$ cat config.mk
export PLATFORM = sky130hd
export DESIGN_NAME = counting_semaphore_fifo_waiters
export DESIGN_NICKNAME = d
export VERILOG_FILES = /design/src/sv/csfw_pkg.sv /design/src/sv/counting_semaphore_fifo_waiters.sv /design/src/sv/csfw_wait_ram.sv /design/src/sv/csfw_csr.sv /design/src/sv/csfw_ctrl.sv
export SDC_FILE = /design/constraint.sdc
export NUM_CORES = 1
export LEC_CHECK = 0
export BUFFER_PORTS_ARGS = -buffer_cell sky130_fd_sc_hd__buf_2
export CORE_MARGIN = 1
export CORE_UTILIZATION = 29
export DETAILED_ROUTE_END_ITERATION = 10
export PLACE_DENSITY_LB_ADDON = 0.08
export SETUP_SLACK_MARGIN = 0.15
export SLEW_MARGIN = 20
export SYNTH_ARGS = -nofsm -noshare
export SYNTH_HDL_FRONTEND = slang
export SYNTH_SLANG_ARGS = --single-unit
$ cat constraint.sdc
create_clock -name clock -period 3 [get_ports clock]
set_input_delay 0.15 -clock clock [delete_from_list [all_inputs] [get_ports clock]]
set_output_delay 0.15 -clock clock [all_outputs]
set_load 0.005 [all_outputs]
$ cat src/sv/csfw_pkg.sv
// shared constants, types and codes for the counting semaphore with fifo waiters
package csfw_pkg;

   localparam int MAX_WAITERS    = 16;
   localparam int THREAD_ID_BITS = 8;
   localparam int COUNT_BITS     = 16;

   localparam int PTR_BITS    = (MAX_WAITERS > 1) ? $clog2(MAX_WAITERS) : 1;
   localparam int NUM_BITS    = $clog2(MAX_WAITERS + 1);
   localparam int VALUE_BITS  = 17;
   localparam int CFG_BITS    = 16;
   localparam int TID_FIELD   = 8;
   localparam int CSR_ADDR_BITS = 3;
   localparam int CSR_DATA_BITS = 32;

   localparam logic [PTR_BITS-1:0] PTR_LAST = PTR_BITS'(MAX_WAITERS - 1);
   localparam logic [NUM_BITS-1:0] NUM_FULL = NUM_BITS'(MAX_WAITERS);

   // register index, taken from paddr[2]
   localparam logic REG_INITIAL_COUNT = 1'b0;

   localparam logic KIND_TAKE    = 1'b0;
   localparam logic KIND_RELEASE = 1'b1;

   typedef enum logic [2:0] {
      ST_GRANTED  = 3'd0,
      ST_QUEUED   = 3'd1,
      ST_RELEASED = 3'd2,
      ST_HANDED   = 3'd3,
      ST_REFUSED  = 3'd4
   } status_type;

   typedef struct packed {
      logic                      wr_en;
      logic [PTR_BITS-1:0]       wr_addr;
      logic [THREAD_ID_BITS-1:0] wr_data;
      logic                      rd_en;
      logic [PTR_BITS-1:0]       rd_addr;
   } ram_req_type;

   typedef struct packed {
      status_type              status;
      logic                    woken;
      logic [VALUE_BITS-1:0]   value;
   } result_ctrl_type;

endpackage

$ cat src/sv/counting_semaphore_fifo_waiters.sv
// top level of the counting semaphore with a fifo queue of waiting threads
//
// each request transaction is a take (tuser 0) or a release (tuser 1) from one
// thread and produces exactly one response transaction. a take is granted while
// units are left; otherwise the thread id is queued in a 16-entry waiter memory.
// a release with waiters hands its unit straight to the oldest waiter, whose id
// comes back as woken_thread; otherwise the count goes up. a take with the queue
// full, or a release with no waiters and the count at its maximum, is refused and
// changes nothing. value reports the count after the step, or minus the number
// of waiters when the count is zero. a request is decided in the cycle it is
// accepted (count and queue pointers live in flip-flops); the waiter memory's
// registered read sits in a second stage, then the response register. throughput
// is one transaction per cycle while the response channel does not stall.
// writing initial_count (address 0) loads the count and leaves the queue alone;
// write it only while no transaction is in flight. no clearing pass after reset.
module counting_semaphore_fifo_waiters (
   input  logic        clock,
   input  logic        reset,
   // request channel
   input  logic        req_tvalid,
   output logic        req_tready,
   input  logic [7:0]  req_tdata,   // [7:0] thread_id
   input  logic        req_tuser,   // [0] kind
   // response channel
   output logic        rsp_tvalid,
   input  logic        rsp_tready,
   output logic [31:0] rsp_tdata,   // [7:0] woken_thread, [24:8] value, [31:25] zero
   output logic [3:0]  rsp_tuser,   // [2:0] status, [3] woken_valid
   // configuration port
   input  logic        csr_psel,
   input  logic        csr_penable,
   input  logic        csr_pwrite,
   input  logic [csfw_pkg::CSR_ADDR_BITS-1:0] csr_paddr,
   input  logic [csfw_pkg::CSR_DATA_BITS-1:0] csr_pwdata,
   output logic [csfw_pkg::CSR_DATA_BITS-1:0] csr_prdata,
   output logic        csr_pready
);
   import csfw_pkg::*;

   logic                      accept;
   logic                      load_en;
   logic [CFG_BITS-1:0]       load_value;
   ram_req_type               ram_req;
   result_ctrl_type           result;
   logic [THREAD_ID_BITS-1:0] rd_data;

   // stage two: memory read in flight
   logic                      s2_valid_ff, s2_valid_in;
   result_ctrl_type           s2_res_ff;
   logic                      s2_advance;

   // response register
   logic                      rsp_valid_ff, rsp_valid_in;
   status_type                rsp_status_ff;
   logic                      rsp_woken_ff;
   logic [TID_FIELD-1:0]      rsp_thread_ff;
   logic [VALUE_BITS-1:0]     rsp_value_ff;

   // stage two moves on when the response register is empty or being drained
   assign s2_advance = s2_valid_ff && (!rsp_valid_ff || rsp_tready);
   assign req_tready = !s2_valid_ff || s2_advance;
   assign accept     = req_tvalid && req_tready;

   csfw_csr u_csr (
      .clock       (clock),
      .reset       (reset),
      .csr_psel    (csr_psel),
      .csr_penable (csr_penable),
      .csr_pwrite  (csr_pwrite),
      .csr_paddr   (csr_paddr),
      .csr_pwdata  (csr_pwdata),
      .csr_prdata  (csr_prdata),
      .csr_pready  (csr_pready),
      .load_en     (load_en),
      .load_value  (load_value)
   );

   csfw_ctrl u_ctrl (
      .clock      (clock),
      .reset      (reset),
      .accept     (accept),
      .kind       (req_tuser),
      .thread_id  (req_tdata[THREAD_ID_BITS-1:0]),
      .load_en    (load_en),
      .load_value (load_value),
      .ram_req    (ram_req),
      .result     (result)
   );

   // read data is only reloaded on a handoff, so it holds while stage two stalls
   csfw_wait_ram u_ram (
      .clock   (clock),
      .ram_req (ram_req),
      .rd_data (rd_data)
   );

   always_comb begin
      s2_valid_in = s2_valid_ff;
      if (accept) begin
         s2_valid_in = 1'b1;
      end else if (s2_advance) begin
         s2_valid_in = 1'b0;
      end
      rsp_valid_in = rsp_valid_ff;
      if (s2_advance) begin
         rsp_valid_in = 1'b1;
      end else if (rsp_tready) begin
         rsp_valid_in = 1'b0;
      end
   end

   always_ff @(posedge clock) begin
      if (reset) begin
         s2_valid_ff  <= 1'b0;
         rsp_valid_ff <= 1'b0;
      end else begin
         s2_valid_ff  <= s2_valid_in;
         rsp_valid_ff <= rsp_valid_in;
      end
   end

   // payload registers
   always_ff @(posedge clock) begin
      if (accept) begin
         s2_res_ff <= result;
      end
      if (s2_advance) begin
         rsp_status_ff <= s2_res_ff.status;
         rsp_woken_ff  <= s2_res_ff.woken;
         rsp_thread_ff <= s2_res_ff.woken ? TID_FIELD'(rd_data) : '0;
         rsp_value_ff  <= s2_res_ff.value;
      end
   end

   assign rsp_tvalid = rsp_valid_ff;
   assign rsp_tdata  = {7'd0, rsp_value_ff, rsp_thread_ff};
   assign rsp_tuser  = {rsp_woken_ff, rsp_status_ff};

endmodule

$ cat src/sv/csfw_wait_ram.sv
// waiter id memory: one write port, one read port with registered data
module csfw_wait_ram (
   input  logic                                clock,
   input  csfw_pkg::ram_req_type               ram_req,
   output logic [csfw_pkg::THREAD_ID_BITS-1:0] rd_data
);
   import csfw_pkg::*;

   logic [THREAD_ID_BITS-1:0] mem [MAX_WAITERS];
   logic [THREAD_ID_BITS-1:0] rd_data_ff;

   always_ff @(posedge clock) begin
      if (ram_req.wr_en) begin
         mem[ram_req.wr_addr] <= ram_req.wr_data;
      end
      if (ram_req.rd_en) begin
         rd_data_ff <= mem[ram_req.rd_addr];
      end
   end

   assign rd_data = rd_data_ff;

endmodule

$ cat src/sv/csfw_csr.sv
// apb register block holding initial_count
module csfw_csr (
   input  logic                               clock,
   input  logic                               reset,
   input  logic                               csr_psel,
   input  logic                               csr_penable,
   input  logic                               csr_pwrite,
   input  logic [csfw_pkg::CSR_ADDR_BITS-1:0] csr_paddr,
   input  logic [csfw_pkg::CSR_DATA_BITS-1:0] csr_pwdata,
   output logic [csfw_pkg::CSR_DATA_BITS-1:0] csr_prdata,
   output logic                               csr_pready,
   output logic                               load_en,
   output logic [csfw_pkg::CFG_BITS-1:0]      load_value
);
   import csfw_pkg::*;

   logic [CFG_BITS-1:0] initial_count_ff;
   logic [CFG_BITS-1:0] initial_count_in;
   logic                wr_hit;

   assign csr_pready = 1'b1;
   assign wr_hit = csr_psel && csr_penable && csr_pwrite && csr_pready
                   && (csr_paddr[2] == REG_INITIAL_COUNT);

   always_comb begin
      initial_count_in = initial_count_ff;
      if (wr_hit) begin
         initial_count_in = csr_pwdata[CFG_BITS-1:0];
      end
   end

   always_ff @(posedge clock) begin
      if (reset) begin
         initial_count_ff <= '0;
      end else begin
         initial_count_ff <= initial_count_in;
      end
   end

   always_comb begin
      csr_prdata = '0;
      if (csr_paddr[2] == REG_INITIAL_COUNT) begin
         csr_prdata = CSR_DATA_BITS'(initial_count_ff);
      end
   end

   assign load_en    = wr_hit;
   assign load_value = csr_pwdata[CFG_BITS-1:0];

endmodule

$ cat src/sv/csfw_ctrl.sv
// semaphore count and waiter queue pointers, decision per transaction
module csfw_ctrl (
   input  logic                                clock,
   input  logic                                reset,
   input  logic                                accept,
   input  logic                                kind,
   input  logic [csfw_pkg::THREAD_ID_BITS-1:0] thread_id,
   input  logic                                load_en,
   input  logic [csfw_pkg::CFG_BITS-1:0]       load_value,
   output csfw_pkg::ram_req_type               ram_req,
   output csfw_pkg::result_ctrl_type           result
);
   import csfw_pkg::*;

   logic [COUNT_BITS-1:0] count_ff,  count_in;
   logic [PTR_BITS-1:0]   head_ff,   head_in;
   logic [PTR_BITS-1:0]   tail_ff,   tail_in;
   logic [NUM_BITS-1:0]   number_ff, number_in;
   status_type            status;

   function automatic logic [PTR_BITS-1:0] advance(input logic [PTR_BITS-1:0] idx);
      return (idx == PTR_LAST) ? '0 : idx + PTR_BITS'(1);
   endfunction

   always_comb begin
      count_in  = count_ff;
      head_in   = head_ff;
      tail_in   = tail_ff;
      number_in = number_ff;
      status    = ST_REFUSED;
      ram_req   = '0;
      ram_req.wr_addr = tail_ff;
      ram_req.wr_data = thread_id;
      ram_req.rd_addr = head_ff;

      if (kind == KIND_TAKE) begin
         if (count_ff != '0) begin
            count_in = count_ff - COUNT_BITS'(1);
            status   = ST_GRANTED;
         end else if (number_ff >= NUM_FULL) begin
            status   = ST_REFUSED;
         end else begin
            ram_req.wr_en = accept;
            tail_in   = advance(tail_ff);
            number_in = number_ff + NUM_BITS'(1);
            status    = ST_QUEUED;
         end
      end else begin
         if (number_ff != '0) begin
            ram_req.rd_en = accept;
            head_in   = advance(head_ff);
            number_in = number_ff - NUM_BITS'(1);
            status    = ST_HANDED;
         end else if (count_ff == '1) begin
            status    = ST_REFUSED;
         end else begin
            count_in  = count_ff + COUNT_BITS'(1);
            status    = ST_RELEASED;
         end
      end

      result.status = status;
      result.woken  = (status == ST_HANDED);
      if (count_in != '0) begin
         result.value = VALUE_BITS'(count_in);
      end else begin
         result.value = VALUE_BITS'(0) - VALUE_BITS'(number_in);
      end
   end

   always_ff @(posedge clock) begin
      if (reset) begin
         count_ff  <= '0;
         head_ff   <= '0;
         tail_ff   <= '0;
         number_ff <= '0;
      end else if (load_en) begin
         count_ff  <= COUNT_BITS'(load_value);
      end else if (accept) begin
         count_ff  <= count_in;
         head_ff   <= head_in;
         tail_ff   <= tail_in;
         number_ff <= number_in;
      end
   end

   a_number_bounded: assert property (@(posedge clock) disable iff (reset)
      number_ff <= NUM_FULL)
      else $error("waiter number above queue depth");

   a_ptrs_meet: assert property (@(posedge clock) disable iff (reset)
      (number_ff == '0 || number_ff == NUM_FULL) |-> head_ff == tail_ff)
      else $error("queue pointers disagree with waiter number");

   a_handoff_pops: assert property (@(posedge clock) disable iff (reset)
      (accept && !load_en && status == ST_HANDED) |=>
         number_ff == $past(number_ff) - NUM_BITS'(1))
      else $error("handoff did not remove a waiter");

   a_count_quiet: assert property (@(posedge clock) disable iff (reset)
      (!accept && !load_en) |=> $stable(count_ff) && $stable(number_ff))
      else $error("semaphore state moved without a transaction");

   a_queue_only_at_zero: assert property (@(posedge clock) disable iff (reset)
      ram_req.wr_en |-> count_ff == '0 && number_ff < NUM_FULL)
      else $error("thread queued while units were left");

endmodule

After elaboration in Yosys (flattened, before gate mapping)
Memory sizes are Yosys's and may differ from the RTL's. A register that Yosys moved wholly into a read port is not among the register bits.
Cells that the tools add are included.
{ "totals": {"register_bits": 97, "mem_count": 1, "ramBits": 128, "word_cells": 81, "in_bits": 51} }
{ "op_classes": {"magnitude_cmp": 1, "n_addsub": 7, "eq_ne": 4, "bitwise_logic": 5, "muxes": 30, "n_reduce_logical": 18} }
{ "memory_table": {"columns": ["memory", "words", "word_bits", "read_ports", "rd_clocked_by_memory_dff", "wr", "line_no", "rtl"], "rows": [
  ["u_ram.mem", 16, 8, 1, 1, 1, "csfw_wait_ram.sv:9", "logic [THREAD_ID_BITS-1:0] mem [MAX_WAITERS];"]
]} }
{ "op_table": {"columns": ["cell", "count"], "rows": [
  ["$mux W16", 8],
  ["$reduce_bool A16 Y1", 2],
  ["$mux W5", 4],
  ["$add A16 B1 Y16 const B", 1],
  ["$eq A16 B16 Y1 const B", 1],
  ["$sub A16 B1 Y16 const B", 1],
  ["$mux W3", 5],
  ["$mux W1", 11],
  ["$add A4 B1 Y4 const B", 2],
  ["$eq A4 B4 Y1 const B", 2],
  ["$mux W4", 2],
  ["$reduce_bool A2 Y1", 3],
  ["$sub A1 B5 Y6 const A", 1],
  ["$add A5 B1 Y5 const B", 1],
  ["$ge A5 B5 Y1 const B", 1],
  ["$logic_and A1 B1 Y1", 5],
  ["$not A1 Y1", 5],
  ["$reduce_and A5 Y1", 1],
  ["$reduce_bool A5 Y1", 1],
  ["$sub A5 B1 Y5 const B", 1],
  ["$reduce_and A4 Y1", 1],
  ["$eq A3 B2 Y1 const B", 1],
  ["$logic_not A1 Y1", 2],
  ["$logic_or A1 B1 Y1", 2],
  ["$reduce_and A2 Y1", 1]
]} }

Depth between registers and ports, before layout
{ "depth": {"word_depth": 10, "depth_mapped": 12, "depth_no_buf": 11} }

Hierarchy
A second synthesis with hierarchy kept.
{ "hier_totals": {"cells_unflattened": 825, "area_unflattened_um2": 10914.2} }
{ "by_module_without_submodules": {"columns": ["mod", "area_per_inst_um2", "instances", "cells_per_inst", "seq_area_each_um2"], "rows": [
  ["csfw_wait_ram", 5227.5, 1, 229, 4083.9],
  ["csfw_ctrl", 2860.2, 1, 397, 580.6],
  ["counting_semaphore_fifo_waiters", 1719.1, 1, 77, 1541.5],
  ["csfw_csr", 1107.3, 1, 122, 320.3]
]} }

Worst setup path after synthesis
No wires, ideal clock.
{ "synth_timing": {"path_type": "register to register", "from": "register u_ctrl.count_ff[0]", "to": "memory u_ram.mem[3][0] (enable)", "path_buffers": 2, "t_required_ns": 2.617, "stages_incl_launch_ff": 11, "setup_slack_ns": 0.112, "synth_period_minus_slack_ns": 2.888, "arrival_ns": 2.504, "path_cell_list": "dfxtp_1 -> clkbuf_1 -> inv_1 -> ha_1 -> nor4b_4 -> nand3_1 -> nor3_1 -> and2_1 -> clkbuf_1 -> nand2_1 -> nor3_1"} }
{ "synth_between": {"elab_chain_cells": 5} }
{ "synth_lines": {"columns": ["element", "line_no", "rtl"], "rows": [
  ["start, declared", "csfw_ctrl.sv:15", "logic [COUNT_BITS-1:0] count_ff, count_in;"],
  ["start signal, assigned", "csfw_ctrl.sv:78", "count_ff <= COUNT_BITS'(load_value);"],
  ["start signal, assigned", "csfw_ctrl.sv:80", "count_ff <= count_in;"],
  ["$reduce_bool A16 Y1", "csfw_ctrl.sv:37", "if (count_ff != '0) begin"],
  ["$mux W1", "csfw_ctrl.sv:37", null],
  ["$mux W1", "csfw_ctrl.sv:36", "if (kind == KIND_TAKE) begin"],
  ["$mux W1", "csfw_wait_ram.sv:13", "if (ram_req.wr_en) begin"],
  ["$mux W1 (not written as such)", "csfw_wait_ram.sv:14", "mem[ram_req.wr_addr] <= ram_req.wr_data;"],
  ["end, declared", "csfw_wait_ram.sv:9", null]
]} }
Every way passes these cells.

==> qor.txt <==
status = finished with violations
failing checks = design-rule violations
final cycle utilization of the critical path = 0.947
DR pass1 iterations = 10
fillers = 3461
final hold viol count = 0
critical path capture point type = register
initial antenna violation count = 0
CTS tree = built
pwr/cell area = 640 mW/mm²
largest net degree at the start of global routing = 48
number of antenna diodes = 0
Seq/Total Area, Yosys = 0.620
Post-synth EDFFs = 186
CP max-delay cell = or3_4
Clock Latency Late Sink = 0.55 ns
post-synthesis instance area = 0.0105 mm²
leakage power = 4.80 nW
Worst Max-Slew Pin Slew = 0.983 ns
post-synthesis sequential element count = 233
Synth cell types = 71
Hold Slack = 0.226 ns
GR Overflow Total = 0
full die area = 0.0371 mm²
CP Depth = 12
area delta synth->final = 28.4%
Mapped Cells = 783
Rel. slew slack = 0.345
total track usage = 0.155
die height = 193 µm
max-slew violation count = 0
Main synth FF type = edfxtp_1
global-route wire length before repair = 43.2 mm
CP cell instances = ha_4, nand4_1, buf_4, o41ai_4, buf_4, nor3_2, or3_4, a222oi_1, buf_4, buf_6, and2_1, a31o_2
H-tree depth = 1
Max Cap Viol = 0
achievable frequency = 352 MHz
total number of vias = 7047
post-route ant nets = 0
drc violations = 19
clock buffer depth = 3
met2 Use GR = 0.233
vias in the first global route = 7040
CTS Buf Count = 27
Place WS = -0.0342 ns
Avg WL per Cell = 19.5 µm
standard-cell rows = 69
post-detail-place hpwl = 19.9 mm
share of cells above drive strength 1 = 0.349
Final Critical Period = 2.84 ns
# IOs = 122
Die Width = 193 µm
clock slew at reported path FFs = 0.06 ns
required time worst endpoint = 3.42 ns
syn_area_per_cell = 13.4 µm²
Initial Utilization = 0.295
fin worst setup slack = 0.158 ns
RSZ-0062 raised after global routing = yes
GRT met1 Usage = 0.235
area taken by flip-flops and latches = 0.00654 mm²
Worst Setup Path Type = reg -> reg
Clock Skew = 0.0110 ns
grt met3 use = 0.0225
WP data arrival = 3.26 ns
most used cell along the critical path = buf_4
CTS root buffer = clkbuf_16
crit-path leading delay family = compound AO/OA/AOI/OAI gates
worst vdd ir = 351 µV
vias per inst = 4.82
Async S/R FF share, synth = 0
critical path fanouts, max = 3
max incr delay on CP = 0.38 ns
DRT iter0 DRCs = 409
WP buf/inv = 4
yosys synthesis warning count = 0
DP Area = 0.0119 mm²
commonest non-fill, non-tap cell in the layout = edfxtp_1
RD Place Congestion = 0.843
port bufs = 79
FF-to-FF path depth = 12
Hold Path Class = in -> reg
multi-input logic area = 0.00393 mm²
clock sinks = 233
Startpoint Class = register
final instance area = 0.0135 mm²
Total Wirelength = 28.5 mm
Hold Path Stages = 4
nets = 1041
most frequent cells in the layout = edfxtp_1, buf_4, buf_2
Final setup viols = 0
most used routing layer = met1
core area = 0.0357 mm²
[repair_timing]
action,4_1_cts,5_1_grt
gates cloned,0,1
gates resized for setup,15,65
setup endpoints to repair,16,146
hold endpoints to repair,150,0
hold buffers,27,0
setup buffers,2,21
pin swaps,2,21
[flip-flops by register name, indices dropped and copies added (netlist names)]
register	cells
u_ram.mem	128
s2_res_ff	21
rsp_value_ff	17
u_csr.initial_count_ff	16
u_ctrl.count_ff	16
rsp_thread_ff	8
u_ram.rd_data	8
u_ctrl.number_ff	5
u_ctrl.head_ff	4
u_ctrl.tail_ff	4
rsp_status_ff	3
rsp_tvalid	1
rsp_woken_ff	1
s2_valid_ff	1
[final cells by class]
class,count,share of cell area
multi-input combinational,484,0.290
timing repair buffer,220,0.115
tap,461,0.0427
inverter,13,0.00361
sequential,233,0.484
clock buffer,41,0.0553
clock inverter,9,0.00861
[synth_stat cells (4+ instances only)]
cell type,n,area [µm²]
a211o_1,4,35.0
a211oi_1,8,60.1
a21oi_1,35,175
and2_1,14,87.6
and3_1,6,37.5
and4_1,7,61.3
buf_2,6,30.0
buf_4,29,218
clkbuf_1,36,135
dfxtp_1,47,941
edfxtp_1,186,5590
ha_1,11,138
inv_1,13,48.8
mux2i_1,5,50.1
mux4_2,40,901
nand2_1,76,285
nand3_1,15,75.1
nand4_1,16,100
nor2_1,56,210
nor2b_1,19,119
nor3_1,14,70.1
nor3_2,5,50.1
nor4_1,5,31.3
nor4b_1,4,35.0
o21ai_0,16,80.1
o21ai_1,5,25.0
o22ai_1,4,25.0
o31ai_1,4,30.0
or3_1,7,43.8
xnor2_1,12,105
xor2_1,11,96.3
[through the flow]
stage | setup TNS, ns | util | power [W] | instances
5_1_grt | 0 | 0.379 | 0.00905 | 1461
2_1_floorplan | 0 | - | 0.00461 | 805
3_3_place_gp | 0 | 0.333 | 0.00520 | 1360
3_5_place_dp | -0.0381 | 0.333 | 0.00520 | 1360
4_1_cts | 0 | 0.367 | 0.00853 | 1439
6_report | 0 | 0.379 | 0.00865 | 1461
[path summary, 6_finish.rpt]
kind | slack [ns] | end | start
min reg2reg | 0.42 | rsp_value_ff[12] | s2_res_ff[12]
min | 0.23 | u_ctrl.tail_ff[1] | csr_penable
max reg2reg | 0.16 | s2_res_ff[1] | u_ctrl.count_ff[1]
max | 0.16 | s2_res_ff[1] | u_ctrl.count_ff[1]
[kinds of logic after synthesis]
| group | share of synthesized area |
|---|---|
| other | 0.000713 |
| DFF | 0.620 |
| xor gates and xnor gates | 0.0191 |
| adders and majority gates | 0.0131 |
| muxes | 0.0903 |
| AOI/OAI and AO/OA | 0.0769 |
| and+or+nand+nor | 0.136 |
| buffers and inverters | 0.0438 |
[power breakdown]
| group | internal, W | leakage, nW | total [W] | switching [W] |
|---|---|---|---|---|
| Sequential | 0.00366 | 2.10 | 0.00375 | 0.0000866 |
| Clock | 0.00190 | 0.419 | 0.00319 | 0.00129 |
| Combinational | 0.000808 | 2.28 | 0.00171 | 0.000906 |
[worst reg2reg max path: cells and delay by family (launching register included)]
family / cells / cell delay [ns]
AO/OA/AOI/OAI: 3 / 0.82
adder cells (fa/ha/maj): 1 / 0.14
buffers and inverters: 4 / 0.67
flip-flops: 1 / 0.36
AND/OR/NAND/NOR: 4 / 0.71
[layer usage]
metal | wire length [µm] | vias up
met2 | 12500 | 185
met5 | 0 | -
met4 | 533 | 0
li1 | - | 3318
met1 | 14100 | 3500
met3 | 1280 | 44
Note: power is estimated with default switching activity, not from simulation.
